[src/rtl/rcsd_pkg.sv]
// shared constants and types for the rns crt signed digit decomposition unit
`timescale 1ns / 1ps
package rcsd_pkg;

   localparam int DIGIT_BITS = 16;
   localparam int DIGITS     = 4;

   localparam int WORD_W  = 32;
   localparam int WIDE_W  = 64;
   localparam int DNUM_W  = 4;
   localparam int STEP_W  = 7;
   localparam int CSR_IDX_W = 2;

   localparam logic [CSR_IDX_W-1:0] CSR_MODULUS_A   = 2'd0;
   localparam logic [CSR_IDX_W-1:0] CSR_MODULUS_B   = 2'd1;
   localparam logic [CSR_IDX_W-1:0] CSR_INV_B_MOD_A = 2'd2;
   localparam logic [CSR_IDX_W-1:0] CSR_INV_A_MOD_B = 2'd3;

   typedef struct packed {
      logic [WORD_W-1:0] modulus_a;
      logic [WORD_W-1:0] modulus_b;
      logic [WORD_W-1:0] inv_b_mod_a;
      logic [WORD_W-1:0] inv_a_mod_b;
   } cfg_type;

endpackage

[src/rtl/rcsd_queue.sv]
// two-entry queue of centered values between front and back
`timescale 1ns / 1ps
module rcsd_queue (
   input  logic                          clock,
   input  logic                          reset,
   input  logic                          push,
   input  logic [rcsd_pkg::WIDE_W-1:0]   push_data,
   output logic                          full,
   input  logic                          pop,
   output logic                          empty,
   output logic [rcsd_pkg::WIDE_W-1:0]   pop_data
);

   logic [rcsd_pkg::WIDE_W-1:0] mem_ff [2];
   logic                        wptr_ff, rptr_ff;
   logic [1:0]                  count_ff, count_in;
   logic                        do_push, do_pop;

   assign full    = (count_ff == 2'd2);
   assign empty   = (count_ff == 2'd0);
   assign do_push = push && !full;
   assign do_pop  = pop && !empty;

   always_comb begin
      count_in = count_ff;
      if (do_push && !do_pop) count_in = count_ff + 2'd1;
      if (!do_push && do_pop) count_in = count_ff - 2'd1;
   end

   always_ff @(posedge clock) begin
      if (reset) begin
         wptr_ff  <= 1'b0;
         rptr_ff  <= 1'b0;
         count_ff <= '0;
      end else begin
         count_ff <= count_in;
         if (do_push) wptr_ff <= !wptr_ff;
         if (do_pop)  rptr_ff <= !rptr_ff;
      end
      if (do_push) mem_ff[wptr_ff] <= push_data;
   end

   assign pop_data = mem_ff[rptr_ff];

endmodule

[config.mk]
export PLATFORM = sky130hd
export DESIGN_NAME = rcsd_queue
export DESIGN_NICKNAME = d
export VERILOG_FILES = /design/src/rtl/rcsd_pkg.sv /design/src/rtl/rcsd_queue.sv
export SDC_FILE = /design/constraint.sdc
export NUM_CORES = 1
export LEC_CHECK = 0
export ABC_CLOCK_PERIOD_IN_PS = 3100
export BUFFER_PORTS_ARGS = -buffer_cell sky130_fd_sc_hd__buf_2
export CAP_MARGIN = 0
export CORE_UTILIZATION = 40
export DETAILED_ROUTE_END_ITERATION = 6
export GPL_TIMING_DRIVEN = 1
export HOLD_SLACK_MARGIN = 0.06
export SYNTH_ARGS = -nofsm -noshare
export SYNTH_HDL_FRONTEND = slang
export SYNTH_SLANG_ARGS = --single-unit
[constraint.sdc]
create_clock -name clock -period 3.1 [get_ports clock]
set_input_delay 0.31 -clock clock [delete_from_list [all_inputs] [get_ports clock]]
set_output_delay 0.31 -clock clock [all_outputs]
set_load 0.02 [all_outputs]
* After elaboration in Yosys (flattened, before gate mapping)
Memory sizes are Yosys's and may differ from the RTL's. A register that Yosys moved wholly into a read port is not among the register bits.
Cells that the tools add are included.
** Cells by class
- Add/sub/neg operators :: 2
- Equal/unequal tests :: 1
- Multiplexer cells :: 6
- Reductions and logical operators :: 12
** Operator list (count)
- logical NOT 1 bit :: 6
- logical AND 1 bit :: 4
- two-way mux 1 bit :: 4
- two-way mux 2 bit :: 2
- adder 2 x 1 -> 2 bit (second input constant) :: 1
- equality test 2 bit (second input constant) :: 1
- logical NOT 2 bit :: 1
- nonzero test 2 bit :: 1
- subtractor 2 x 1 -> 2 bit (second input constant) :: 1
** Word-level totals
- Bits in registers :: 4
- RAM bits :: 128
- Input port bits :: 68
- Output and inout bits :: 66
- Word-level logic and storage cells :: 25
- Memories :: 1
** Memories
- mem_ff :: words 2, bits a word 64, rd ports 1, clocked after Yosys merged registers in 1, write ports 1, RTL line rcsd_queue.sv:14 : logic [rcsd_pkg::WIDE_W-1:0] mem_ff [2];

* Longest topological paths before layout
Gate-level depths: netlist (run 1).
- Depth in word-level cells :: 7
- Gate-level depth with buffers :: 6
- Gate-level depth less buffers :: 6

* Worst setup path after synthesis (run 1)
No wires, ideal clock.
- Path kind :: reg2reg
- Start point :: register count_ff[0]
- End point :: memory mem_ff[0][0] (netlist bit), enable pin
- Setup time :: 418 ps
- Arrival :: 2196 ps
- Data required time :: 2682 ps
- Slack :: 486 ps
- Stages on the path, launching flop included :: 5
- Buffers on the path :: 0
- Period minus slack after synthesis :: 2614 ps
- Cells stage by stage :: dfxtp_1 > nand2b_2 > inv_2 > or3_1 > inv_1
** Between the ends
- Word-level cells in the longest chain between the ends :: 5
** RTL lines
- from (decl) :: RTL line rcsd_queue.sv:16 : logic [1:0] count_ff, count_in;
- from (signal assigned) :: RTL line rcsd_queue.sv:36 : count_ff <= count_in;
- equality test 2 bit :: RTL line rcsd_queue.sv:19 : assign full = (count_ff == 2'd2);
- named net full :: RTL line rcsd_queue.sv:8 : output logic full,
- logical NOT 1 bit :: RTL line rcsd_queue.sv:21 : assign do_push = push && !full;
- logical AND 1 bit :: RTL line rcsd_queue.sv:21
- two-way mux 1 bit :: RTL line rcsd_queue.sv:40 : if (do_push) mem_ff[wptr_ff] <= push_data;
- two-way mux 1 bit (implied by the code) :: RTL line rcsd_queue.sv:40
- to (decl) :: RTL line rcsd_queue.sv:14
The timed path passes the listed nets, and every way through them passes these cells.

==> qor.txt, run 1 <==
initial antenna violation count: 1
clock share of power: 29.6%
CTS tree: done
syn nets: 294
grt ovf: 0
Vias: 2,500
net switching power: 0.001615 W
largest family of logic cells by synthesized area: multiplexers
Netlist Area Pre-Place: 4823 um2
Synth Register Bits: 133
Final Cell Area: 6191 um2
Clock Sinks: 133
hold crit path type: in2reg
clk_skew: 0.005713 ns
final setup violation count: 0
Slew HR: 50.82%
Routed Antenna Nets: 0
vias in the first global route: 2,600
DP HPWL: 5.258 mm
PostCTS Resize Cnt: 0
Die Ht: 111.8 um
RSZ-0062 raised after global routing: false
distinct cell type count of the synthesized netlist: 17
Final min period: 2.134 ns
drt via density: 4.717
post-synthesis xor/xnor area fraction: 0.5447%
H-tree levels: 4
Initial Utilization: 41.71%
largest buffer count on any clock path: 2
final slew viol count: 0
Syn Area/Cell: 21.44 um2
Compound-Gate Fraction of Synth Area: 0.5707%
failing checks: design-rule violations
Placement Cell Area: 5710 um2
maxcap violations: 0
pwr/cell area: 887.1 nW/um2
# IOs: 134
Worst Tran Pin Value: 0.7377 ns
max frequency: 0.4686 GHz
final period utilization: 68.84%
outcome: complete, but fails checks
sw frac: 29.40%
DIE AREA: 12,500 um2
internal cell power: 0.003877 W
setup TNS: 0 ns
RePlAce Congestion: 0.7382
sequential area share after synthesis: 81.76%
simple-gate portion of the synthesized area: 0.9598%
chip width: 111.8 um
mux share of post-synthesis cell area: 14.94%
Crit Path Category: reg2out
VDD IR-drop max: 421.5 uV
global-route wire length before repair: 12.85 mm
Clock transition at path regs: 0.05 ns
Adder-Cell Fraction of Synth Area: 0.2594%
Buffers on Ports: 133
CP max FO: 18
Initial DRC Count: 95
crit end category: output port
nets: 444
Critical Path RT: 2.79 ns
residual DRC count: 12
clk root buf: clkbuf_16
latest clock arrival within the worst-skew pair: 0.40 ns
synthesis-to-finish area growth: 28.35%
total wire length: 8.274 mm
Power, Total: 0.005492 W
Reg power frac: 43.0%
CTS Buf Count: 17
fraction of layout cells with a size suffix above 1: 58.81%
Synth Instances: 225
Gate power share: 27.3%
Hold Vio Cnt, Final: 0
Yosys warnings: 0
crit path DAT: 1.82 ns
GR Util All Layers: 14.07%
core footprint: 11,560 um2
cts hold-fix bufs: 0
Placement Rows: 39
Pre-antenna DRT Iters: 6
Leak: 2.330 nW
largest net degree at the start of global routing: 65
post-CTS setup buffer count: 0
WL/cell: 15.61 um
startpoint types: flip-flop
[metal layers]
layer / global-route usage, % / share of wire, % / vias up
met2: 22.24 / 48 / 87
met4: 6.757 / 2.4 / 0
li1: - / - / 1192
met5: 0 / 0 / -
met1: 15.77 / 41 / 1202
met3: 7.186 / 8.8 / 19
[area by class of cell]
type                       instances  area (um2)
antenna                            1       2.502
clock buffer                      19       432.9
clock inverter                    11       45.04
fill                             941        5374
inverter                           3       11.26
multi-input combinational         82       834.6
sequential                       133        3945
tap                              143       178.9
timing repair buffer             138       740.7
[path summary, 6_finish.rpt]
path | start | to | slack, ns | cells after the start
max | flip-flop | pop_data[17] | 0.97 | 3
max reg2reg | count_ff[0]$_SDFFE_PP0P_ | mem_ff[1][28]$_DFFE_PP_ | 1.20 | 3
min | push_data[53] | mem_ff[0][53]$_DFFE_PP_ | 0.09 | 1
min reg2reg | wptr_ff$_SDFFE_PP0P_ | wptr_ff$_SDFFE_PP0P_ | 0.49 | 2
[synth_stat cells (all sizes together)]
cell type,n,area share [%]
a21oi,2,0.21
and3,1,0.13
buf,7,0.73
dfxtp,5,2.1
edfxtp,128,80
ha,1,0.26
inv,3,0.23
mux2,64,15
nand2,1,0.078
nand2b,1,0.18
nor2,4,0.31
o21a,1,0.16
o21ai,2,0.21
or3,2,0.26
xnor2,2,0.36
xor2,1,0.18
[critical path, stage by stage (launching register included)]
cell	delay, ns
dfxtp_2	0.55
buf_4	0.34
mux2_2	0.37
buf_2	0.16
[through the flow]
step	std cells	hold WS (ns)	setup slack, ns	utilization, %
floorplan	225	0.3791	0.4858	-
global placement	499	0.4748	1.190	49.38
detailed placement	499	0.4765	1.158	49.38
CTS	529	0.06822	0.9151	53.51
global route	529	0.07072	0.8499	53.51
finish	530	0.09047	0.9661	53.53
[cells by family (layout without fill, tap and decap cells)]
logic type	after synthesis	after routing
xor+xnor	3	3
compound gates	5	5
buf+inv	10	171
other cells	0	1
mux	64	64
flops	133	133
fa+ha+maj	1	1
simple gates	9	9
[sequential cells by signal, summed over array words and instances, names as in the netlist, named ones only]
register and cells:
count_ff 2, mem_ff 128, rptr_ff 1, wptr_ff 1
[cell usage in the layout, fill, tap and decap left out, drive strengths merged]
cell type and count:
a21oi 2, nand2 1, xor2 1, diode 1
or3 2, xnor2 2, nor2 4, o21ai 2
and3 1, dfxtp 5, edfxtp 128, clkbuf 19
buf 138, inv 3, mux2 64, clkinv 11
o21a 1, ha 1, nand2b 1
[power by group through the flow]
| stage | combinational, W | sequential (W) | clock [W] |
|---|---|---|---|
| finish | 0.00150 | 0.00236 | 0.00163 |
| global route | 0.00161 | 0.00239 | 0.00175 |
| CTS | 0.00153 | 0.00237 | 0.00167 |
| detailed placement | 0.00152 | 0.00240 | 0 |
| global placement | 0.00152 | 0.00239 | 0 |
| floorplan | 0.00106 | 0.00237 | 0 |
Power figures use the tool's default switching activity.
==> inputs of run 2 (changes only) <==
--- a/config.mk
+++ b/config.mk
@@ -5,7 +5,7 @@
 export SDC_FILE = /design/constraint.sdc
 export NUM_CORES = 1
 export LEC_CHECK = 0
-export ABC_CLOCK_PERIOD_IN_PS = 3100
+export ABC_CLOCK_PERIOD_IN_PS = 2000
 export BUFFER_PORTS_ARGS = -buffer_cell sky130_fd_sc_hd__buf_2
 export CAP_MARGIN = 0
 export CORE_UTILIZATION = 40
==> constraint.sdc (replaced) <==
create_clock -name clock -period 2 [get_ports clock]
set_input_delay 0.2 -clock clock [delete_from_list [all_inputs] [get_ports clock]]
set_output_delay 0.2 -clock clock [all_outputs]
set_load 0.02 [all_outputs]
==> run 2 against run 1 <==
  * The flow still finishes with violations (design-rule violations)
  * Critical path type unchanged
  * Largest power group unchanged
  * Critical endpoint is now pop_data[33]
  * Worst hold slack improved by 0.12 ns
  * Flip-flop and latch count unchanged
  * Clock power up 64%
  * Cell count up 12%
  * Sequential share of layout area fell by 6.6 points
  * Power increased by 61%
  * Utilization rose by 6.2 points
  * Critical path depth unchanged
==> qor.txt, run 2 (synthesized netlist as in run 1, its figures left out) <==
outcome: complete, but fails checks
failing checks: design-rule violations
hold crit path type: in2reg
Leak: 2.620 nW
DIE AREA: 12,500 um2
largest buffer count on any clock path: 2
DP HPWL: 5.282 mm
worst reg-to-reg path cell count: 5
pwr/cell area: 1278 nW/um2
Largest Register: mem_ff
crit path DAT: 1.65 ns
initial antenna violation count: 0
Placement Rows: 39
H-tree levels: 4
startpoint types: flip-flop
RePlAce Congestion: 0.6546
CP max stage delay: 0.39 ns
WL/cell: 15.10 um
Crit path max-delay family: buffers and inverters
nets: 510
VDD IR-drop max: 731.2 uV
WHS: 0.2106 ns
Pre-antenna DRT Iters: 6
final slew viol count: 0
Clock Sinks: 133
max reg flops: 128
total wire length: 9.000 mm
Die Ht: 111.8 um
Routed Antenna Nets: 0
Vias: 2,763
Largest regs: mem_ff: 128 flops, count_ff: 2 flops
final period utilization: 92.56%
Hold Vio Cnt, Final: 0
Initial DRC Count: 154
core footprint: 11,560 um2
crit-path cells: buf_4 > mux2_2 > buf_2
commonest non-fill, non-tap cells in the layout: 133 x buf_2, 128 x edfxtp_1, 65 x dlygate4sd3_1
CTS tree: done
CP Depth: 3
post-CTS setup buffer count: 0
CP max FO: 27
Filler cells: 894
crit end category: output port
# IOs: 134
Critical Path RT: 1.80 ns
latest clock arrival within the worst-skew pair: 0.41 ns
clk_skew: 0.004158 ns
largest net degree at the start of global routing: 38
GR Util All Layers: 15.37%
Clock transition at path regs: 0.05 ns
maxcap violations: 0
fraction of layout cells with a size suffix above 1: 50.77%
chip width: 111.8 um
max frequency: 0.5402 GHz
grt ovf: 0
Slew HR: 72.74%
final setup violation count: 0
setup TNS: 0 ns
global-route wire length before repair: 14.15 mm
WP buf/inv: 2
ANT cells: 0
hold path cells: 4
residual DRC count: 12
final core occ: 59.71%
Buffers on Ports: 133
CTS Buf Count: 17
vias in the first global route: 2,904
Worst Tran Pin Value: 0.4089 ns
Final min period: 1.851 ns
synthesis-to-finish area growth: 43.16%
drt via density: 4.636
Slowest cell on crit path: mux2_2
Crit Path Category: reg2out
RSZ-0062 raised after global routing: false
Initial Utilization: 41.71%
most common cell after layout, fill and taps aside: buf_2
clk root buf: clkbuf_16
run 2: changes by cell type in the layout (fill, tap and decap cells not counted), sizes merged:
| cell | before | now |
|---|---|---|
| clkinv | 11 | 8 |
| inv | 3 | 2 |
| diode | 1 | 0 |
| clkbuf | 19 | 22 |
| dlygate4sd3 | 0 | 65 |
| clkinvlp | 0 | 1 |
| buf | 138 | 139 |
| bufinv | 0 | 1 |
run 2: worst register-to-register path: stages, from the launching register on:
cell and delay, ns:
dfxtp_2 0.38, nand2b_4 0.16, inv_4 0.03, or3_4 0.34, clkinvlp_4 0.24, buf_12 0.24
run 2: area by class of cell:
| type | count | area, um2 | share of cell area, % |
|---|---|---|---|
| sequential | 133 | 3946 | 57.15 |
| timing repair buffer | 204 | 1411 | 20.44 |
| multi-input combinational | 82 | 844.6 | 12.23 |
| clock buffer | 22 | 444.2 | 6.432 |
| tap | 143 | 178.9 | 2.591 |
| clock inverter | 9 | 62.56 | 0.9060 |
| inverter | 3 | 17.52 | 0.2537 |
run 2: through the flow:
step                      cell area, um2  cells  total power, W  setup slack (ns)
final                               6905    596        0.008826            0.1489
after global routing                6905    596        0.009222           0.05018
after CTS                           6905    596        0.008952            0.1042
after detailed placement            5748    500        0.006138            0.2797
after global placement              5748    500        0.006109            0.3187
after floorplan                     4842    225        0.005329           0.01328
run 2: path summary, 6_finish.rpt:
path                                  end                     start  slack [ns]
setup / recovery             pop_data[33]                 flip-flop        0.15
setup reg to reg  mem_ff[0][21]$_DFFE_PP_  count_ff[0]$_SDFFE_PP0P_        0.29
hold / removal       wptr_ff$_SDFFE_PP0P_                      push        0.21
hold reg to reg      wptr_ff$_SDFFE_PP0P_      wptr_ff$_SDFFE_PP0P_        0.50
run 2: per-layer routing:
layer	part of all wire, %	vias up	global-route usage (%)
met3	6.3	11	5.389
met2	48	105	24.76
met4	1.6	0	8.378
li1	-	1320	-
met1	45	1327	18.07
met5	0	-	0
run 2: timing repair:
| item | CTS | global route |
|---|---|---|
| resized for setup | 0 | 0 |
| endpoints found under the hold margin | 133 | 0 |
| hold buffers | 65 | 0 |
run 2: power by group:
group	total, W	switching (W)	internal [W]
combinational	0.00252	0.00143	0.00108
clock	0.00267	0.00101	0.00167
sequential	0.00363	0.000109	0.00352
==> inputs of run 3 (changes only) <==
--- a/config.mk
+++ b/config.mk
@@ -5,6 +5,7 @@
 export SDC_FILE = /design/constraint.sdc
 export NUM_CORES = 1
 export LEC_CHECK = 0
+export ABC_AREA = 1
 export ABC_CLOCK_PERIOD_IN_PS = 2000
 export BUFFER_PORTS_ARGS = -buffer_cell sky130_fd_sc_hd__buf_2
 export CAP_MARGIN = 0
==> run 3 against run 2 <==
  * The run now ends clean
  * Critical path depth stayed put
  * Non-clock buffer count up 2
  * Register-to-register slack improved by 0.22 ns
  * Wire length rose by 2.1%
  * Fmax increased by 1.5%
  * Combinational power is 25% lower
  * Count of clock-buffer cells in the layout fell by 5
  * Synthesized cell count rose by 6.2%
  * Via count increased by 2.2%
==> qor.txt, run 3 <==
nets: 526
maxcap violations: 0
fraction of layout cells with a size suffix above 1: 51.39%
RePlAce Congestion: 0.6825
Synth top cells by count: 128 x edfxtp_1, 60 x mux2_4, 14 x nor2_1
CTS Buf Count: 17
clk root buf: clkbuf_16
Clock Sinks: 133
vias in the first global route: 2,886
most frequent cell after synthesis: edfxtp_1
setup TNS: 0 ns
Placement Rows: 41
Crit Path Category: reg2out
Syn Area/Cell: 21.62 um2
largest buffer count on any clock path: 2
CP Depth: 3
max frequency: 0.5484 GHz
sequential area share after synthesis: 76.34%
RSZ-0062 raised after global routing: false
final setup violation count: 0
Synth async-reset ratio: 0%
Filler cells: 1,011
largest area contributor in the netlist: edfxtp_1
Largest Register: mem_ff
# IOs: 134
ANT cells: 0
Setup WS pre-CTS: 0.4576 ns
chip width: 115.6 um
PostCTS Resize Cnt: 0
Area contributors post-synth: edfxtp_1 74%, mux2_4 17%, buf_12 2.3%, dfxtp_1 1.9%, nor2_1 1.0%
core footprint: 12,620 um2
hold path cells: 5
Initial Utilization: 40.94%
H-tree levels: 4
global-route wire length before repair: 13.83 mm
Post-synth top flop: edfxtp_1
Yosys warnings: 0
WP buf/inv: 2
clk_skew: 0.002673 ns
Register Area: 3950 um2
final period utilization: 91.17%
multi-input logic area: 1082 um2
Leak: 2.892 nW
EDFF count, synth: 128
total wire length: 9.186 mm
most common cell after layout, fill and taps aside: buf_2
startpoint types: flip-flop
crit path DAT: 1.62 ns
CP max stage delay: 0.50 ns
Vias: 2,824
Critical Path RT: 1.80 ns
CTS tree: done
pwr/cell area: 1122 nW/um2
Slew HR: 75.45%
DP HPWL: 5.714 mm
hold crit path type: in2reg
largest net degree at the start of global routing: 39
WL/cell: 14.33 um
top-area cell type share of the netlist area: 74.40%
Routed Antenna Nets: 0
Final Cell Area: 7252 um2
grt ovf: 0
drt via density: 4.406
flop2flop setup slack: 0.51 ns
crit end category: output port
Largest regs: mem_ff: 128 flops, count_ff: 2 flops
commonest non-fill, non-tap cells in the layout: 133 x buf_2, 128 x edfxtp_1, 65 x dlygate4sd3_1
Placement Cell Area: 6066 um2
Power, Total: 0.008135 W
Die Ht: 115.6 um
max reg flops: 128
outcome: finished, final reports clean
Synth Instances: 239
CP max FO: 18
Crit path max-delay family: flip-flops
initial antenna violation count: 0
Buffers on Ports: 133
Synth Register Bits: 133
crit-path cells: buf_12 > mux2_4 > buf_2
synthesis-to-finish area growth: 40.37%
Netlist Area Pre-Place: 5166 um2
Hold Vio Cnt, Final: 0
final slew viol count: 0
Clock transition at path regs: 0.05 ns
Pre-antenna DRT Iters: 4
distinct cell type count of the synthesized netlist: 13
syn nets: 308
VDD IR-drop max: 653.0 uV
residual DRC count: 0
Initial DRC Count: 147
Final min period: 1.823 ns
DIE AREA: 13,370 um2
GR Util All Layers: 14.41%
Worst Tran Pin Value: 0.3683 ns
worst reg-to-reg path cell count: 6
final setup margin: 0.1766 ns
latest clock arrival within the worst-skew pair: 0.40 ns
Slowest cell on crit path: dfxtp_4
[run 3: worst paths after layout]
kind	from	endpoint
worst max-delay path	flip-flop	pop_data[1]
worst min register to register	rptr_ff$_SDFFE_PP0P_	flip-flop
worst max register to register	count_ff[1]$_SDFFE_PP0P_	mem_ff[0][10]$_DFFE_PP_
worst min-delay path	push	wptr_ff$_SDFFE_PP0P_
[run 3: metal layers]
metal	wire length, um	part of all wire, %	track usage (%)
met5	0	0	0
met2	4510	49	23.55
met1	3943	43	16.59
met3	600	6.5	5.701
met4	131	1.4	7.009
[run 3: layout make-up]
cell class | count | area share [%]
sequential | 133 | 54.47
multi-input combinational | 90 | 14.92
inverter | 9 | 0.5176
clock buffer | 17 | 5.866
clock inverter | 14 | 1.311
tap | 172 | 2.968
timing repair buffer | 206 | 19.94
[run 3: logic make-up after synthesis]
kind of cell,Yosys count,share of synthesized area [%]
buffers and inverters,16,3.197
muxes,64,18.31
DFF,133,76.34
adders and majority gates,1,0.2422
AOI/OAI and AO/OA,2,0.1936
and+or+nand+nor,23,1.720
[run 3: repair_timing]
item,in CTS,in global routing
endpoints found under the setup margin,0,35
setup buffers,0,1
endpoints found under the hold margin,131,0
hold buffers,65,0
[run 3: through the flow]
step | utilization [%] | instances | hold WS (ns)
5_1_grt | 57.47 | 641 | 0.1697
6_report | 57.47 | 641 | 0.1840
3_5_place_dp | 48.07 | 544 | 0.3913
3_3_place_gp | 48.07 | 544 | 0.3870
2_1_floorplan | - | 239 | 0.2989
4_1_cts | 57.35 | 640 | 0.1611
[run 3: worst register-to-register path, stage by stage (launching register included)]
cell and delay [ns]:
dfxtp_2 0.33, inv_2 0.06, nor2_4 0.04, nor2_4 0.10, inv_1 0.09, nor2_4 0.14
buf_4 0.35
[run 3: power by group]
| group | switching (W) | internal, W | total, W |
|---|---|---|---|
| logic | 0.000986 | 0.000906 | 0.00189 |
| clock network | 0.00105 | 0.00166 | 0.00271 |
| registers | 0.000118 | 0.00341 | 0.00353 |
