===== config.mk =====
export PLATFORM = sky130hd
export DESIGN_NAME = rcsd_back
export DESIGN_NICKNAME = d
export VERILOG_FILES = /design/src/rtl/rcsd_pkg.sv /design/src/rtl/rcsd_modu.sv /design/src/rtl/rcsd_back.sv
export SDC_FILE = /design/constraint.sdc
export NUM_CORES = 1
export LEC_CHECK = 0
export ABC_AREA = 1
export BUFFER_PORTS_ARGS = -buffer_cell sky130_fd_sc_hd__clkbuf_2
export CAP_MARGIN = 20
export CORE_MARGIN = 2
export CORE_UTILIZATION = 50
export CTS_CLUSTER_DIAMETER = 120
export CTS_CLUSTER_SIZE = 20
export DETAILED_ROUTE_END_ITERATION = 10
export PLACE_DENSITY = 0.72
export SLEW_MARGIN = 30
export SYNTH_ARGS = -nofsm -noshare
export SYNTH_HDL_FRONTEND = slang
export SYNTH_HIERARCHICAL = 1
export SYNTH_SLANG_ARGS = --single-unit

===== constraint.sdc =====
create_clock -name clock -period 6.01 [get_ports clock]
set_input_delay 0.601 -clock clock [delete_from_list [all_inputs] [get_ports clock]]
set_output_delay 0.601 -clock clock [all_outputs]
set_load 0.005 [all_outputs]

===== src/rtl/rcsd_pkg.sv =====
// shared constants and types for the rns crt signed digit decomposition unit
`timescale 1ns / 1ps
package rcsd_pkg;

   localparam int DIGIT_BITS = 16;
   localparam int DIGITS     = 4;

   localparam int WORD_W  = 32;
   localparam int WIDE_W  = 64;
   localparam int DNUM_W  = 4;
   localparam int STEP_W  = 7;
   localparam int CSR_IDX_W = 2;

   localparam logic [CSR_IDX_W-1:0] CSR_MODULUS_A   = 2'd0;
   localparam logic [CSR_IDX_W-1:0] CSR_MODULUS_B   = 2'd1;
   localparam logic [CSR_IDX_W-1:0] CSR_INV_B_MOD_A = 2'd2;
   localparam logic [CSR_IDX_W-1:0] CSR_INV_A_MOD_B = 2'd3;

   typedef struct packed {
      logic [WORD_W-1:0] modulus_a;
      logic [WORD_W-1:0] modulus_b;
      logic [WORD_W-1:0] inv_b_mod_a;
      logic [WORD_W-1:0] inv_a_mod_b;
   } cfg_type;

endpackage


===== src/rtl/rcsd_modu.sv =====
// bit-serial remainder unit: 64-bit top-aligned dividend modulo a 32-bit modulus
`timescale 1ns / 1ps
module rcsd_modu (
   input  logic                          clock,
   input  logic                          reset,
   input  logic                          start,
   input  logic [rcsd_pkg::WIDE_W-1:0]   dividend,
   input  logic [rcsd_pkg::STEP_W-1:0]   steps,
   input  logic [rcsd_pkg::WORD_W-1:0]   modulus,
   output logic                          busy,
   output logic [rcsd_pkg::WORD_W-1:0]   result
);

   logic                          busy_ff, busy_in;
   logic [rcsd_pkg::STEP_W-1:0]   cnt_ff, cnt_in;
   logic [rcsd_pkg::WIDE_W-1:0]   div_ff, div_in;
   logic [rcsd_pkg::WORD_W-1:0]   rem_ff, rem_in;
   logic [rcsd_pkg::WORD_W:0]     rem_ext;
   logic [rcsd_pkg::WORD_W:0]     rem_sub;

   assign rem_ext = {rem_ff, div_ff[rcsd_pkg::WIDE_W-1]};
   assign rem_sub = rem_ext - {1'b0, modulus};

   always_comb begin
      busy_in = busy_ff;
      cnt_in  = cnt_ff;
      div_in  = div_ff;
      rem_in  = rem_ff;
      if (start) begin
         busy_in = 1'b1;
         cnt_in  = steps;
         div_in  = dividend;
         rem_in  = '0;
      end else if (busy_ff) begin
         div_in = {div_ff[rcsd_pkg::WIDE_W-2:0], 1'b0};
         rem_in = (rem_ext >= {1'b0, modulus}) ? rem_sub[rcsd_pkg::WORD_W-1:0]
                                              : rem_ext[rcsd_pkg::WORD_W-1:0];
         cnt_in = cnt_ff - 1'b1;
         if (cnt_ff == rcsd_pkg::STEP_W'(1)) busy_in = 1'b0;
      end
   end

   always_ff @(posedge clock) begin
      if (reset) begin
         busy_ff <= 1'b0;
         cnt_ff  <= '0;
      end else begin
         busy_ff <= busy_in;
         cnt_ff  <= cnt_in;
      end
      div_ff <= div_in;
      rem_ff <= rem_in;
   end

   assign busy   = busy_ff;
   assign result = rem_ff;

endmodule


===== src/rtl/rcsd_back.sv =====
// back end: peels signed digits and reduces each into both residue rings
`timescale 1ns / 1ps
module rcsd_back (
   input  logic                          clock,
   input  logic                          reset,
   input  rcsd_pkg::cfg_type             cfg,
   input  logic                          q_empty,
   output logic                          q_pop,
   input  logic [rcsd_pkg::WIDE_W-1:0]   q_data,
   output logic                          rsp_empty,
   input  logic                          rsp_pop,
   output logic [rcsd_pkg::WORD_W-1:0]   rsp_digit_mod_a,
   output logic [rcsd_pkg::WORD_W-1:0]   rsp_digit_mod_b,
   output logic [rcsd_pkg::DNUM_W-1:0]   rsp_digit_number,
   output logic                          rsp_last_digit
);

   localparam int DB = rcsd_pkg::DIGIT_BITS;

   localparam logic [2:0] ST_LOAD = 3'd0;
   localparam logic [2:0] ST_PEEL = 3'd1;
   localparam logic [2:0] ST_STRT = 3'd2;
   localparam logic [2:0] ST_MODW = 3'd3;
   localparam logic [2:0] ST_EMIT = 3'd4;

   logic [2:0]                          state_ff, state_in;
   logic signed [rcsd_pkg::WIDE_W-1:0]  r_ff;
   logic signed [rcsd_pkg::WIDE_W-1:0]  r_in;
   logic [rcsd_pkg::DNUM_W-1:0]         j_ff, j_in;
   logic [DB-1:0]                       low, mag, mag_ff;
   logic                                neg, neg_ff;
   logic                                out_valid_ff, out_valid_in;
   logic                                mod_start, load_out, is_last;
   logic                                busy_a, busy_b;
   logic [rcsd_pkg::WORD_W-1:0]         ta, tb, da, db;
   logic [rcsd_pkg::WIDE_W-1:0]         dividend;
   logic                                live;

   assign live     = (cfg.modulus_a != '0) && (cfg.modulus_b != '0);
   assign low      = r_ff[DB-1:0];
   assign neg      = low[DB-1];
   assign mag      = neg ? DB'(-low) : low;
   // arithmetic shift by explicit sign fill, then round toward the next digit
   assign r_in     = {{DB{r_ff[rcsd_pkg::WIDE_W-1]}}, r_ff[rcsd_pkg::WIDE_W-1:DB]}
                     + rcsd_pkg::WIDE_W'(neg);
   assign dividend = rcsd_pkg::WIDE_W'(mag_ff) << (rcsd_pkg::WIDE_W - DB);
   assign is_last  = (j_ff == rcsd_pkg::DNUM_W'(rcsd_pkg::DIGITS - 1));

   rcsd_modu u_mod_a (
      .clock(clock), .reset(reset), .start(mod_start), .dividend(dividend),
      .steps(rcsd_pkg::STEP_W'(DB)), .modulus(cfg.modulus_a),
      .busy(busy_a), .result(ta)
   );

   rcsd_modu u_mod_b (
      .clock(clock), .reset(reset), .start(mod_start), .dividend(dividend),
      .steps(rcsd_pkg::STEP_W'(DB)), .modulus(cfg.modulus_b),
      .busy(busy_b), .result(tb)
   );

   // negative digit maps to q - t unless the remainder is zero
   assign da = (neg_ff && ta != '0) ? (cfg.modulus_a - ta) : ta;
   assign db = (neg_ff && tb != '0) ? (cfg.modulus_b - tb) : tb;

   always_comb begin
      state_in     = state_ff;
      j_in         = j_ff;
      q_pop        = 1'b0;
      mod_start    = 1'b0;
      load_out     = 1'b0;
      out_valid_in = out_valid_ff && !rsp_pop;
      case (state_ff)
         ST_LOAD: begin
            if (!q_empty) begin
               q_pop    = 1'b1;
               j_in     = '0;
               state_in = ST_PEEL;
            end
         end
         ST_PEEL: begin
            if (j_ff == '0) j_in = rcsd_pkg::DNUM_W'(1);
            else            state_in = ST_STRT;
         end
         ST_STRT: begin
            mod_start = 1'b1;
            state_in  = ST_MODW;
         end
         ST_MODW: if (!busy_a && !busy_b) state_in = ST_EMIT;
         ST_EMIT: begin
            if (!out_valid_ff || rsp_pop) begin
               load_out     = 1'b1;
               out_valid_in = 1'b1;
               if (is_last) begin
                  state_in = ST_LOAD;
               end else begin
                  j_in     = j_ff + 1'b1;
                  state_in = ST_PEEL;
               end
            end
         end
         default: state_in = ST_LOAD;
      endcase
   end

   always_ff @(posedge clock) begin
      if (reset) begin
         state_ff     <= ST_LOAD;
         j_ff         <= '0;
         out_valid_ff <= 1'b0;
      end else begin
         state_ff     <= state_in;
         j_ff         <= j_in;
         out_valid_ff <= out_valid_in;
      end
      if (q_pop) r_ff <= q_data;
      if (state_ff == ST_PEEL) begin
         r_ff   <= r_in;
         mag_ff <= mag;
         neg_ff <= neg;
      end
      if (load_out) begin
         rsp_digit_mod_a  <= live ? da : '0;
         rsp_digit_mod_b  <= live ? db : '0;
         rsp_digit_number <= j_ff;
         rsp_last_digit   <= is_last;
      end
   end

   assign rsp_empty = !out_valid_ff;

endmodule


* Word-level counts from Yosys, hierarchy flattened *
Index checks and enable logic that the tools add are counted.

storage, ports and cells
  flip-flop bits (word level) = 270
  input port bits = 196
  output and inout bits = 71
  word-level logic and storage cells = 107

operators by class
  add/subtract/negate cells = 9
  $lt $le $gt $ge = 2
  eq/ne operators = 13
  muxes and demuxes = 39
  reductions and logical operators = 23

operators by type and width
  cell                                                 count
  2-to-1 mux 64 bit                                    6
  2-to-1 mux 32 bit                                    4
  nonzero test 32 bit                                  4
  subtractor 32 bit                                    4
  greater-or-equal comparator 33 x 32 -> 1 bit         2
  adder 48 x 2 -> 49 bit                               1
  2-to-1 mux 5 bit                                     4
  2-to-1 mux 4 bit                                     4
  negation 16 bit                                      1
  2-to-1 mux 15 bit                                    1
  case mux 3 bit (5 select lines)                      1
  equality test 7 x 1 -> 1 bit, second input constant  2
  2-to-1 mux 1 bit                                     14
  subtractor 7 x 1 -> 7 bit, second input constant     2
  2-to-1 mux 3 bit                                     4
  != test 2 bit, second input constant                 6
  case mux 4 bit (3 select lines)                      1
  equality test 3 x 2 -> 1 bit, second input constant  2
  nonzero test 2 bit                                   3
  logical AND 1 bit                                    5
  AND reduction 5 bit                                  1
  adder 4 x 1 -> 4 bit, second input constant          1
  equality test 4 x 2 -> 1 bit, second input constant  1
  zero test 1 bit                                      4
  other kinds (8)                                      8

* Logic depth before layout (Yosys ltp) *
Gate-level depths: netlist (run 1).

  depth in word-level cells = 4
  gate-level depth with buffers = 17

* Hierarchy *
Netlist (run 1), hierarchy kept.

modules (own cells, without submodules)
  module     instances  cells each  area an instance (um^2)  sequential area each (um^2)
  rcsd_modu  2          1120        7480.9                   2722.6
  rcsd_back  1          2075        13640.6                  4664.5

* Least setup slack after synthesis (run 1) *
OpenSTA, ideal clock, no wires.

  path kind = input-to-reg
  start = in q_empty
  end = reg r_ff[0] (netlist bit) (enable)
  setup time = 0.574 ns
  arrival time = 5.117 ns
  slack = 0.319 ns
  cell stages on the path = 1
  path buffers = 0
  cells stage by stage = o21ai_0

between the ends
  cells in the longest elaborated chain, start to end = 3

RTL lines
  what                                 RTL line          RTL
  start, declared                      rcsd_back.sv:7    input logic q_empty,
  2-to-1 mux 1 bit                     rcsd_back.sv:74   if (!q_empty) begin
  2-to-1 mux 1 bit                     rcsd_back.sv:72   case (state_ff)
  nonzero test 2 bit (no source line)  --
  end signal, assigned                 rcsd_back.sv:115  if (q_pop) r_ff <= q_data;
  end signal, assigned                 rcsd_back.sv:117  r_ff <= r_in;
  end, declared                        rcsd_back.sv:27   logic signed [rcsd_pkg::WIDE_W-1:0] r_ff;

Every way passes these cells.
A chain may end at the register's enable or synchronous reset.

* Worst setup path after layout (run 1) *
  start = reg state_ff[0]
  end = reg u_mod_b/div_ff[53] (netlist bit) (enable)

between the ends
  cells in the longest elaborated chain, start to end = 3

RTL lines
  what                                 RTL line          RTL
  start, declared                      rcsd_back.sv:26   logic [2:0] state_ff, state_in;
  start signal, assigned               rcsd_back.sv:111  state_ff <= state_in;
  equality test 3 x 2 -> 1 bit         rcsd_back.sv:72
  2-to-1 mux 1 bit                     rcsd_back.sv:72
  via mod_start                        rcsd_back.sv:33   logic mod_start, load_out, is_last;
  nonzero test 2 bit (no source line)  --
  end signal, assigned                 rcsd_modu.sv:51   div_ff <= div_in;
  end, declared                        rcsd_modu.sv:16   logic [rcsd_pkg::WIDE_W-1:0] div_ff, div_in;

The timed path passes the listed nets, and every way through them passes these cells.

==> insert_results.sql, run 1 <==
INSERT INTO impl_metrics (metric_group, metric, value, unit) VALUES
('outcome', 'outcome', 'completed', ''),
('synth', 'synth_enable_flop_cells', '278', ''),
('timing', 'setup_repair_after_global_routing_missed_its_margin', 'false', ''),
('timing', 'final-hold-violation-count', '0', ''),
('worst_setup_path', 'critical_path.cell_chain', 'nor2_1 > nand2_1 > inv_4 > nor2_2 > buf_4 > inv_2 > buf_4', ''),
('synth', 'asyncSetResetFlopFracSynth', '0', ''),
('synth', 'synth_cells', '4315', ''),
('worst_setup_path', 'critical_setup_path_kind', 'reg2reg', ''),
('clocking', 'cts-buffers-inserted', '23', ''),
('worst_setup_path', 'worst-endpoint-required', '6230', 'ps'),
('clocking', 'clock_sink_count', '366', ''),
('synth', 'ys_ff_latch', '366', ''),
('synth', 'yosys_most_used_dff', 'edfxtp_1', ''),
('drt', 'dr.pass1.iters', '8', ''),
('drt', 'wirelength', '77.8', 'mm'),
('layout', 'final_net_count', '4907', ''),
('layout', 'nFillCells', '5659', ''),
('pwr', 'power.share.switching', '0.475', ''),
('clocking', 'clk_pin_slew_worst_paths', '90', 'ps'),
('clocking', 'post_cts_resize_count', '0', ''),
('pwr', 'power.switching', '6.64', 'mW'),
('placed_design', 'place.gp.congestion', '0.986', ''),
('clocking', 'cts_tree', 'yes', ''),
('timing', 'achievable-frequency', '0.310', 'GHz'),
('timing', 'final-setup-viol-count', '0', ''),
('drt', 'viasPerCell', '4.95', ''),
('clocking', 'ctsHtreeMaxLevel', '1', ''),
('grt', 'first_global_vias', '23900', ''),
('floorplan', 'floorplan.core_area', '0.0565', 'mm²'),
('grt', 'pin_count_of_the_biggest_net_entering_global_routing', '81', ''),
('timing', 'worstMarginPinSlew', '912', 'ps'),
('grt', 'global_route_wire_length_before_repair', '124', 'mm'),
('grt', 'globalRouteOverflowTotal', '0', ''),
('timing', 'hold_ws', '286', 'ps'),
('worst_setup_path', 'cp-end-kind', 'register', ''),
('placed_design', 'portBuffers', '202', ''),
('clocking', 'cts_hold_repair.buffers', '0', ''),
('pwr', 'comb_power_share', '0.545', ''),
('layout', 'layout_commonest_cell', 'nand2_1', ''),
('drt', 'dr_total_vias', '26500', ''),
('worst_setup_path', 'worstPathArrival', '3450', 'ps'),
('clocking', 'clock_tree.buffer_depth', '3', ''),
('pwr', 'power_frac_seq', '0.333', ''),
('synth', 'synth.yosys.seq_area_share', '0.353', ''),
('timing', 'relSlewSlack', '0.391', ''),
('worst_setup_path', 'cpPeakStageDelay', '700', 'ps'),
('layout', 'final_layout_size_suffix_gt1_frac', '0.0848', ''),
('timing', 'finalMaxSlewViolations', '0', ''),
('worst_setup_path', 'critPathMostFrequentCell', 'buf_4', ''),
('timing', 'finalCritPeriodShare', '0.536', ''),
('drt', 'initialDrtViolationCount', '2229', ''),
('worst_setup_path', 'critical_path_buf_inv_count', '4', ''),
('floorplan', 'pin_count', '267', ''),
('hold_path', 'hp-class', 'in2reg', ''),
('synth', 'synth_cell_types', '53', ''),
('layout', 'stdcell_area', '0.0314', 'mm²'),
('clocking', 'clk-insertion-delay-late', '600', 'ps'),
('pwr', 'clkPwrFrac', '0.122', ''),
('timing', 'period_minus_slack', '3220', 'ps'),
('pwr', 'p_int', '7.33', 'mW'),
('worst_setup_path', 'critPathSlowestCell', 'inv_2', ''),
('timing', 'timing.setup.tns', '0', 'ps'),
('pwr', 'vdd.ir_drop.worst', '0.232', 'mV'),
('timing', 'finalClockSkew', '25.2', 'ps'),
('pwr', 'leakagePower', '16.5', 'nW'),
('pwr', 'post-layout-total-power', '14.0', 'mW'),
('floorplan', 'dieWidth', '243', 'µm'),
('pwr', 'power_density_normalized_to_cell_area', '445', 'mW/mm²'),
('layout', 'antenna-diode-count', '0', ''),
('worst_setup_path', 'worst_path_dominant_cell_family', 'buffers and inverters', ''),
('floorplan', 'initial_utilization', '0.506', '');
[power groups by stage]
stage / logic, mW / clock network, mW / registers (mW)
after global placement: 7.43 / 0 / 4.70
final: 7.61 / 1.70 / 4.65
after detailed placement: 7.55 / 0 / 4.70
after global routing: 8.65 / 1.83 / 4.75
after floorplan: 5.91 / 0 / 4.52
after CTS: 7.58 / 1.74 / 4.65
[stage by stage]
stage                      util  worst slack (ps)  instances
final                     0.555              2790       5345
after global routing      0.555              2530       5345
after CTS                 0.555              2730       5344
after detailed placement  0.542              2730       5302
after global placement    0.542              2730       5302
after floorplan               -               319       4423
[logic make-up (layout without fill, tap and decap cells)]
logic type,after synthesis,after routing,synth area share
other,2,110,0.000263
XOR/XNOR,115,115,0.0352
AO/OA/AOI/OAI,285,285,0.0534
AND/OR/NAND/NOR,2547,2547,0.377
adder cells (fa/ha/maj),139,139,0.0619
flip-flops,366,366,0.353
buffers and inverters,861,1027,0.119
[synthesized netlist by cell type, types with 3 or more instances]
| cell | n | share of area |
|---|---|---|
| nand2_1 | 1760 | 0.23 |
| inv_1 | 759 | 0.10 |
| nor2_1 | 292 | 0.038 |
| edfxtp_1 | 278 | 0.29 |
| nand3_1 | 258 | 0.045 |
| a21oi_1 | 149 | 0.026 |
| ha_1 | 135 | 0.059 |
| dfxtp_1 | 88 | 0.062 |
| xnor2_1 | 80 | 0.024 |
| o21ai_0 | 76 | 0.013 |
| clkbuf_1 | 54 | 0.0071 |
| nand4_1 | 50 | 0.011 |
| nand2_2 | 35 | 0.0077 |
| xor2_1 | 35 | 0.011 |
| nand3b_1 | 30 | 0.0079 |
| nor3_1 | 27 | 0.0047 |
| nand3_2 | 26 | 0.0091 |
| o21ai_1 | 26 | 0.0045 |
| nor2_2 | 20 | 0.0044 |
| buf_2 | 15 | 0.0026 |
| buf_6 | 12 | 0.0047 |
| nor2_4 | 11 | 0.0043 |
| a31oi_1 | 9 | 0.0020 |
| and2_1 | 9 | 0.0020 |
| o21bai_1 | 7 | 0.0018 |
| or2_2 | 7 | 0.0015 |
| buf_1 | 6 | 0.00079 |
| buf_4 | 6 | 0.0016 |
| inv_2 | 5 | 0.00066 |
| fa_1 | 4 | 0.0028 |
| nand3_4 | 4 | 0.0024 |
| o21a_1 | 4 | 0.0010 |
| nand2_4 | 3 | 0.0012 |
| nor2_8 | 3 | 0.0021 |
| nor4_1 | 3 | 0.00066 |
[per-layer routing]
layer  vias up  part of all wire  track usage
met3       110             0.056       0.0239
met5         -                 0            0
met2       681              0.46        0.419
met4         0             0.027       0.0729
met1     11900              0.46        0.364
li1      13800                 -            -
[sequential cells by signal, indices dropped and copies added (netlist names), 16 cells and up]
| signal | flops |
|---|---|
| mag_ff | 16 |
| r_ff | 64 |
| u_mod_a/div_ff | 64 |
| rsp_digit_mod_a | 32 |
| u_mod_a/result | 32 |
| rsp_digit_mod_b | 32 |
| u_mod_b/result | 32 |
| u_mod_b/div_ff | 64 |
[final timing paths]
| kind | start | to | slack [ps] | cells past startpoint |
|---|---|---|---|---|
| worst max register to register | state_ff[0] | u_mod_b/div_ff[53] | 2790 | 7 |
| worst max-delay path | state_ff[0] | u_mod_b/div_ff[53] | 2790 | 7 |
| worst min register to register | r_ff[0] | mag_ff[0] | 470 | 0 |
| worst min-delay path | q_data[0] | r_ff[0] | 290 | 3 |
[tightest hold or removal path, stage by stage]
cell and delay [ps]:
clkbuf_2 70, nand2_1 40, nand2_1 50
[area by class of cell]
type | instances | area [µm²] | share of cell area
timing repair buffer | 220 | 1170 | 0.0372
multi-input combinational | 3196 | 15500 | 0.496
clock inverter | 5 | 73.8 | 0.00235
clock buffer | 37 | 638 | 0.0204
sequential | 366 | 10100 | 0.322
inverter | 765 | 2880 | 0.0919
tap | 756 | 946 | 0.0302
Power figures use the tool's default switching activity.
==> inputs of run 2 (changes only) <==
PLACE_DENSITY = 0.69   (was 0.72)
clock period = 3.3 ns   (was 6.01 ns; I/O delays follow)
==> run 2 against run 1 <==
Maximum frequency rose by 24%. Combinational power up 85%. First-iteration DRC count shrank 8.4%. Critical endpoint is now u_mod_b/result[7]. Largest cell class unchanged. Largest power group unchanged.
==> insert_results.sql, run 2 (synthesis results as in run 1) <==
INSERT INTO impl_metrics (metric_group, metric, value, unit) VALUES
('clocking', 'cts-buffers-inserted', '22', ''),
('layout', 'layout_commonest_cell', 'nand2_1', ''),
('worst_setup_path', 'cp_max_fo', '34', ''),
('grt', 'initial_antenna_violation_count', '0', ''),
('layout', 'antenna-diode-count', '0', ''),
('drt', 'dr_wl_met3', '3.89', 'mm'),
('drt', 'dr.pass1.iters', '6', ''),
('worst_setup_path', 'critical_setup_path_kind', 'reg2reg', ''),
('drt', 'dr_total_vias', '26400', ''),
('timing', 'finalClockSkew', '19.0', 'ps'),
('layout', 'nFillCells', '5671', ''),
('pwr', 'comb_power_share', '0.556', ''),
('worst_setup_path', 'critical_path.startpoint_type', 'register', ''),
('timing', 'setup_repair_after_global_routing_missed_its_margin', 'false', ''),
('pwr', 'power.switching', '12.1', 'mW'),
('floorplan', 'dieWidth', '243', 'µm'),
('layout', 'finalCoreUtilization', '0.556', ''),
('drt', 'maxUsedRoutingLayer', 'met4', ''),
('drt', 'ant_nets', '0', ''),
('timing', 'final-setup-viol-count', '0', ''),
('clocking', 'cts_root_buffer', 'clkbuf_16', ''),
('pwr', 'power.share.switching', '0.476', ''),
('drt', 'wirelength', '78.1', 'mm'),
('clocking', 'ctsHtreeMaxLevel', '1', ''),
('timing', 'period_minus_slack', '2600', 'ps'),
('pwr', 'vdd.ir_drop.worst', '0.507', 'mV'),
('layout', 'final_layout_size_suffix_gt1_frac', '0.0865', ''),
('clocking', 'clock_sink_count', '366', ''),
('worst_setup_path', 'cp-end-kind', 'register', ''),
('timing', 'hold_ws', '31.7', 'ps'),
('floorplan', 'pin_count', '267', ''),
('clocking', 'cts_tree', 'yes', ''),
('clocking', 'clk_pin_slew_worst_paths', '90', 'ps'),
('timing', 'worstMarginPinSlew', '754', 'ps'),
('floorplan', 'row_count', '87', ''),
('worst_setup_path', 'critPathMostFrequentCell', 'nand2_1', ''),
('worst_setup_path', 'worstPathArrival', '3100', 'ps'),
('floorplan', 'floorplan.core_area', '0.0565', 'mm²'),
('floorplan', 'initial_utilization', '0.506', ''),
('placed_design', 'detailedPlace.worstSlack', '666', 'ps'),
('drt', 'viasPerCell', '4.94', ''),
('drt', 'initialDrtViolationCount', '2041', ''),
('hold_path', 'hp-class', 'in2reg', ''),
('floorplan', 'fp.dieArea', '0.0591', 'mm²'),
('timing', 'finalCritPeriodShare', '0.787', ''),
('grt', 'first_global_vias', '24200', ''),
('outcome', 'outcome', 'completed', ''),
('pwr', 'leakagePower', '16.6', 'nW'),
('pwr', 'clkPwrFrac', '0.114', ''),
('layout', 'layout_top_registers', 'r_ff x64, u_mod_a/div_ff x64, u_mod_b/div_ff x64', ''),
('layout', 'register_area', '0.0101', 'mm²'),
('flow_run', 'maxCapViolCount', '0', ''),
('pwr', 'post-layout-total-power', '25.4', 'mW'),
('drt', 'drc', '0', ''),
('timing', 'relSlewSlack', '0.497', ''),
('layout', 'final_net_count', '4920', ''),
('layout', 'final_cell_mix', 'nand2_1 (1760), inv_1 (754), nor2_1 (284)', ''),
('placed_design', 'dp.final_hpwl', '61.4', 'mm'),
('timing', 'final-hold-violation-count', '0', ''),
('worst_setup_path', 'cpPeakStageDelay', '530', 'ps'),
('clocking', 'clk-insertion-delay-late', '580', 'ps'),
('drt', 'met2_length', '36.5', 'mm'),
('pwr', 'power_density_normalized_to_cell_area', '809', 'mW/mm²'),
('timing', 'achievable-frequency', '0.385', 'GHz'),
('drt', 'm1WireLength', '35.8', 'mm'),
('worst_setup_path', 'worst-endpoint-required', '3800', 'ps'),
('timing', 'finalMaxSlewViolations', '0', ''),
('clocking', 'cts_setup_buffers', '0', ''),
('grt', 'pin_count_of_the_biggest_net_entering_global_routing', '104', ''),
('floorplan', 'die_h', '243', 'µm'),
('grt', 'global_route_wire_length_before_repair', '124', 'mm'),
('pwr', 'power_frac_seq', '0.330', ''),
('drt', 'routed_wire_length_per_instance', '14.6', 'µm'),
('timing', 'postLayoutSetupSlackWorst', '703', 'ps'),
('clocking', 'clock_tree.buffer_depth', '3', ''),
('worst_setup_path', 'critical_path.cell_chain', 'ha_1 > nand2_1 > nand2_1 > nand2_1 > nand2_1 > nand2_1 > nand3_2 > nand2_2 > nand2_2 > nand2_4 > nand2_8 > nand2_1 > nand3_1 > o21ai_1', ''),
('layout', 'syn_to_layout_area_delta', '9.89', '%'),
('placed_design', 'place.gp.congestion', '0.981', ''),
('worst_setup_path', 'critPathSlowestCell', 'dfxtp_1', ''),
('layout', 'combined_area_of_the_multi_input_logic_cells', '0.0155', 'mm²'),
('pwr', 'p_int', '13.3', 'mW'),
('grt', 'groute.usage.overall', '0.258', ''),
('placed_design', 'portBuffers', '202', ''),
('timing', 'timing.setup.tns', '0', 'ps'),
('clocking', 'post_cts_resize_count', '0', ''),
('grt', 'globalRouteOverflowTotal', '0', '');
==> run 2: cell types whose count changed in the layout (fill, tap and decap cells not counted), sizes merged <==
| cell | previous run | this run |
|---|---|---|
| buf | 18 | 29 |
| bufinv | 1 | 0 |
| clkinv | 2 | 4 |
| dlygate4sd3 | 0 | 3 |
| inv | 767 | 764 |
==> run 2: stage by stage <==
stage | instance area [µm²] | cells
2_1_floorplan | 29000 | 4423
3_5_place_dp | 30700 | 5314
5_1_grt | 31400 | 5357
3_3_place_gp | 30700 | 5314
4_1_cts | 31400 | 5357
6_report | 31400 | 5357
==> run 2: routing by layer <==
layer,global-route usage,vias up
met4,0.0687,0
met5,0,-
li1,-,13800
met3,0.0201,109
met2,0.438,697
met1,0.355,11800
==> run 2: final timing paths <==
| check | startpoint | endpoint | slack, ps | depth (start not counted) |
|---|---|---|---|---|
| worst max-delay path | u_mod_b/result[1] | u_mod_b/result[7] | 700 | 14 |
| worst min register to register | r_ff[0] | mag_ff[0] | 470 | 0 |
| worst max register to register | u_mod_b/result[1] | u_mod_b/result[7] | 700 | 14 |
| worst min-delay path | q_data[35] | r_ff[35] | 30 | 3 |
==> run 2: critical path, delay by kind of cell, from the launching register on <==
kind / cells / cell delay [ps]
and+or+nand+nor: 12 / 1490
AOI/OAI and AO/OA: 1 / 100
DFF: 1 / 530
adders and majority gates: 1 / 370
==> run 2: final cells by class <==
| cell class | instances | area share |
|---|---|---|
| sequential | 366 | 0.322 |
| clock inverter | 3 | 0.00104 |
| multi-input combinational | 3196 | 0.495 |
| inverter | 765 | 0.0916 |
| timing repair buffer | 234 | 0.0414 |
| clock buffer | 37 | 0.0196 |
| tap | 756 | 0.0301 |
==> run 2: timing repair <==
action,4_1_cts,5_1_grt
hold buffers,3,0
endpoints found under the setup margin,0,0
endpoints found under the hold margin,3,0
==> run 2: power by group through the flow <==
stage	Combinational, mW	Clock (mW)	Sequential (mW)
floorplan	10.8	0	8.14
global placement	13.9	0	8.45
detailed placement	14.0	0	8.48
CTS	14.1	3.02	8.38
global route	16.0	3.14	8.56
finish	14.1	2.90	8.39
